==> src/sv/nmid_pkg.sv <==
// shared types and constants for the nco mix integrate-and-dump block
// no dependencies

package nmid_pkg;

  localparam int SampleW = 16;
  localparam int OscW    = 18;
  localparam int SumW    = 30;
  localparam int DecW    = 13;
  localparam int CfgIdxW = 2;
  localparam int CfgW    = 18;
  localparam int FracW   = 16;

  localparam int MaxDecimationDefault = 4096;

  localparam logic [CfgIdxW-1:0] CfgStepReal  = 2'd0;
  localparam logic [CfgIdxW-1:0] CfgStepImag  = 2'd1;
  localparam logic [CfgIdxW-1:0] CfgDecimation = 2'd2;

  localparam logic signed [OscW-1:0] OscOne       = 18'sd65536;
  localparam logic [DecW-1:0]        DecimationRst = 13'd1;

  typedef struct packed {
    logic load_in;
    logic osc_mul;
    logic osc_upd;
    logic mix_mul;
    logic acc_en;
  } cmd_t;

  typedef struct packed {
    logic dump;
    logic out_busy;
  } status_t;

endpackage

==> src/sv/nmid_ctrl.sv <==
// sequencer for one sample: oscillator multiply, oscillator update,
// mix multiply, accumulate; uses nmid_pkg

module nmid_ctrl (
  input  logic            clk_i,
  input  logic            rst_ni,
  input  logic            in_valid_i,
  output logic            in_ready_o,
  input  nmid_pkg::status_t status_i,
  output nmid_pkg::cmd_t  cmd_o
);
  import nmid_pkg::*;

  typedef enum logic [2:0] {
    S_IDLE,
    S_OSC_MUL,
    S_OSC_SUM,
    S_MIX_MUL,
    S_ACCUM
  } state_e;

  state_e state_q;
  logic   acc_go;

  assign acc_go = !(status_i.dump && status_i.out_busy);

  always_ff @(posedge clk_i or negedge rst_ni) begin
    if (!rst_ni) begin
      state_q <= S_IDLE;
    end else begin
      unique case (state_q)
        S_IDLE:    if (in_valid_i) state_q <= S_OSC_MUL;
        S_OSC_MUL: state_q <= S_OSC_SUM;
        S_OSC_SUM: state_q <= S_MIX_MUL;
        S_MIX_MUL: state_q <= S_ACCUM;
        S_ACCUM:   if (acc_go) state_q <= S_IDLE;
        default:   state_q <= S_IDLE;
      endcase
    end
  end

  assign in_ready_o      = (state_q == S_IDLE);
  assign cmd_o.load_in   = (state_q == S_IDLE) && in_valid_i;
  assign cmd_o.osc_mul   = (state_q == S_OSC_MUL);
  assign cmd_o.osc_upd   = (state_q == S_OSC_SUM);
  assign cmd_o.mix_mul   = (state_q == S_MIX_MUL);
  assign cmd_o.acc_en    = (state_q == S_ACCUM) && acc_go;

  assert property (@(posedge clk_i) disable iff (!rst_ni)
    cmd_o.load_in |=> state_q == S_OSC_MUL)
    else $error("accepted item did not start the sequence");

  assert property (@(posedge clk_i) disable iff (!rst_ni)
    cmd_o.acc_en |=> state_q == S_IDLE)
    else $error("sequencer did not return to idle after accumulate");

  assert property (@(posedge clk_i) disable iff (!rst_ni)
    (state_q == S_ACCUM && !acc_go) |=> state_q == S_ACCUM)
    else $error("accumulate left while result slot blocked");

endmodule

==> config.mk <==
export PLATFORM = sky130hd
export DESIGN_NAME = nmid_ctrl
export DESIGN_NICKNAME = d
export VERILOG_FILES = /design/src/sv/nmid_pkg.sv /design/src/sv/nmid_ctrl.sv
export SDC_FILE = /design/constraint.sdc
export NUM_CORES = 1
export LEC_CHECK = 0
export BUFFER_PORTS_ARGS = -buffer_cell sky130_fd_sc_hd__buf_2
export CORE_AREA = 5 5 42 44
export DETAILED_ROUTE_END_ITERATION = 10
export DIE_AREA = 0 0 47 49
export PLACE_DENSITY = 0.35
export SLEW_MARGIN = 10
export SYNTH_ARGS = -nofsm -noshare
export SYNTH_HDL_FRONTEND = slang
export SYNTH_SLANG_ARGS = --single-unit
==> constraint.sdc <==
create_clock -name clk_i -period 1.4 [get_ports clk_i]
set_clock_uncertainty 0.1 [all_clocks]
set_input_delay 0.14 -clock clk_i [delete_from_list [all_inputs] [get_ports clk_i]]
set_output_delay 0.14 -clock clk_i [all_outputs]
set_load 0.02 [all_outputs]
; Word-level counts from Yosys, hierarchy flattened
; Cells that the tools add are included.
[totals]
reg_bits = 3
out_inout_bits = 6
[classes]
eq_ne = 6
n_mux = 3
n_reduce_logical = 6
[op_table]
columns = operator, count
row1 = $pmux 3 s5, 1
row2 = $eq 3x2->1 const B, 2
row3 = $mux 3, 2
row4 = $ne 2x2->1 const B, 2
row5 = $eq 3x1->1 const B, 1
row6 = $eq 3x3->1 const B, 1
row7 = $logic_and 1x1->1, 3
row8 = $logic_not 3->1, 1
row9 = $reduce_and 2->1, 1
row10 = $logic_not 1->1, 1

; Longest topological paths before layout
[depth]
word_depth = 3
depth_mapped = 2

; Least setup slack after synthesis
; Ideal clock, no wire load.
[synth_path]
kind = reg2out
start = register state_q[2]
end = output cmd_o[4] (netlist name)
t_arrival_ns = 1.289
path_slack_ns = -0.129
stages_incl_launch_ff = 3
n_path_buf = 0
cell_sequence = dfrtp_1 nor3_1 and2_1
[synth_rtl]
columns = element, line_no
row1 = from (decl), nmid_ctrl.sv:22  ; state_e state_q;
row2 = from (signal assigned), nmid_ctrl.sv:29  ; state_q <= S_IDLE;
row3 = from (signal assigned), nmid_ctrl.sv:32  ; S_IDLE: if (in_valid_i) state_q <= S_OSC_MUL;
row4 = from (signal assigned), nmid_ctrl.sv:33  ; S_OSC_MUL: state_q <= S_OSC_SUM;
row5 = to (decl), nmid_ctrl.sv:10  ; output nmid_pkg::cmd_t cmd_o

==> reports/qor.yml <==
grt_max_degree: 7
synthesis.nets: 21
antenna_found_initial: 0
die_x_um: 47
final.setup.worst_slack_ps: -115.5
setup_viol: 4
critPathRequiredTime_ps: 1160
numCtsBuffers: 3
drt_wl_total_um: 551
rsz0062_at_grt: "yes"
fmax_ghz: 0.6599
ys.flop_type: "dfrtp_1"
largest_reg_flops: 3
cts.sinks: 3
vias: 195
drv_cap: 0
htreeDepth: 1
hold_violations: 0
synth.area.top_cells: "dfrtp_1 48%, nor3b_1 9.5%, and3b_2 6.3%, nor3_1 6.3%, or3b_1 5.6%"
antennaDiodeCount: 0
die_area_um2: 2303
cts_tree: "done"
cp_data_arrival_time_ps: 1280
ys_seq_area_frac: 0.4762
ys_warn_count: 0
rrSetupSlack_ps: 280
grt_first_pass_wirelength_um: 890
ys_types: 11
synth_edf_count: 0
cp-end-kind: "primary output"
synth_common_cells: "3 x dfrtp_1, 2 x nor2_1, 2 x nor3_1, 2 x nor3b_1"
fin_cells: 51
port_buffers: 10
dp_slack_ps: 118.0
cts-root-buf: "clkbuf_4"
ant_nets: 0
clockBufferDepth: 2
r2r-start: "state_q[1]"
gr-total-overflow: 0
worst-setup-path-type: "reg2out"
synthArstFlopShare: 1.000
ios: 11
drtIter0Drc: 0
leakage_nw: 0.1739
core_um2: 1401
area_growth_pct: 143.7
clock_latency_ps: 240
fin_nets: 41
vdd_ir_drop_max_mv: 1.080
viasPerCell: 3.824
num_rows: 14
worst_slew_pin_slew_ps: 161.8
worst-path-max-fanout: 2
syn_inst: 16
drive_gt1_frac: 0.6857
violations: "negative setup slack"
largest-register: "state_q"
cp-startpoint: "state_q[1]"
yosysMostFrequentCell: "dfrtp_1"
gr-usage-all-layers: 0.06290
synth-seq-cells: 3
powerDensity_nw_per_um2: 2680
cts.clk_slew.worst_paths_ps: 40
maxSlewViolCount: 0
grt_pass1_vias: 197
die_h_um: 49
remaining_drc_errors: 0
routedWlPerCell_um: 10.80
layout_top_registers: "state_q: 3 flops"
status: "finished, violations left"
gp_congestion: 0.6488
fin_setup_tns_ps: -243.8
drtPass1Iterations: 1
start_util: 0.1125
synthesis.area_um2: 157.7
min_period_over_period: 1.082
utilization: 0.2741
period_needed_ps: 1515
netlist.area_leader.share: 0.4762
min_from: "status_i[0]"
setup.worst_path.start_class: "register"
dp_cells: 45
maxSlewHeadroom: 0.8918
syn-mean-instance-area_um2: 9.853
synth_top_area_cell: "dfrtp_1"
hold_class: "in2reg"
nFillCells: 154
==> through the flow <==
stage | instance area, um^2 | power (mW) | hold slack (ps)
floorplan | 162.7 | 0.4241 | -255.6
global placement | 255.2 | 0.5910 | -159.4
detailed placement | 255.2 | 0.5997 | -158.2
CTS | 325.3 | 0.8636 | 56.58
global route | 384.1 | 1.097 | 78.78
finish | 384.1 | 1.029 | 66.33
==> critical path, stage by stage (launching register included) <==
cell and delay [ps]:
dfrtp_1 370, or3b_4 410, a21oi_2 130, buf_6 130
==> final cells by class <==
| type | count | area (um^2) | area share |
|---|---|---|---|
| well taps | 16 | 20.02 | 0.05212 |
| clock buffers | 4 | 26.28 | 0.06840 |
| multi-input cells | 13 | 118.9 | 0.3094 |
| flip-flops and latches | 3 | 75.07 | 0.1954 |
| repair buffers | 15 | 143.9 | 0.3746 |
==> per-layer routing <==
| layer | global-route usage | up-vias | share of wire |
|---|---|---|---|
| met4 | 0.04147 | 0 | 0.015 |
| met1 | 0.06889 | 85 | 0.44 |
| li1 | - | 95 | - |
| met3 | 0.08856 | 2 | 0.17 |
| met5 | 0 | - | 0 |
| met2 | 0.05656 | 13 | 0.37 |
==> path summary, 6_finish.rpt <==
path / end / depth (start not counted)
worst min-delay path: state_q[2] / 3
worst max register to register: state_q[2] / 3
worst max-delay path: cmd_o[0] / 3
worst min register to register: state_q[2] / 2
min in group asynchronous: state_q[2] / 2
max in group asynchronous: state_q[0] / 2
==> cell families (layout without fill, tap and decap cells) <==
logic type,count (synthesis),count (layout),share of synthesized area
xor+xnor,1,1,0.05557
flops,3,3,0.4762
compound gates,2,2,0.07935
simple gates,10,10,0.3889
buf+inv,0,19,0
==> power by group <==
part / switching [mW] / leakage, nW / internal (mW)
clock network: 0.0543 / 0.0150 / 0.107
logic: 0.318 / 0.121 / 0.392
registers: 0.0269 / 0.0378 / 0.131
==> cells in the final DEF (no fill, tap or decap), drive strengths merged <==
| cell type | count |
|---|---|
| buf | 14 |
| or3b | 1 |
| xnor2 | 1 |
| dlygate4sd3 | 1 |
| nor3 | 2 |
| and2 | 1 |
| and3b | 1 |
| nor2 | 2 |
| clkbuf | 4 |
| a21oi | 1 |
| nand2 | 1 |
| nor3b | 2 |
| dfrtp | 3 |
| o21bai | 1 |
==> repair_timing <==
action / CTS / global route
pin swaps: 3 / 5
buffers inserted: 0 / 1
setup endpoints to repair: 6 / 6
hold buffers: 1 / 0
resized for setup: 9 / 11
hold endpoints to repair: 3 / 0
No activity file was read; power rests on OpenSTA's default activity.
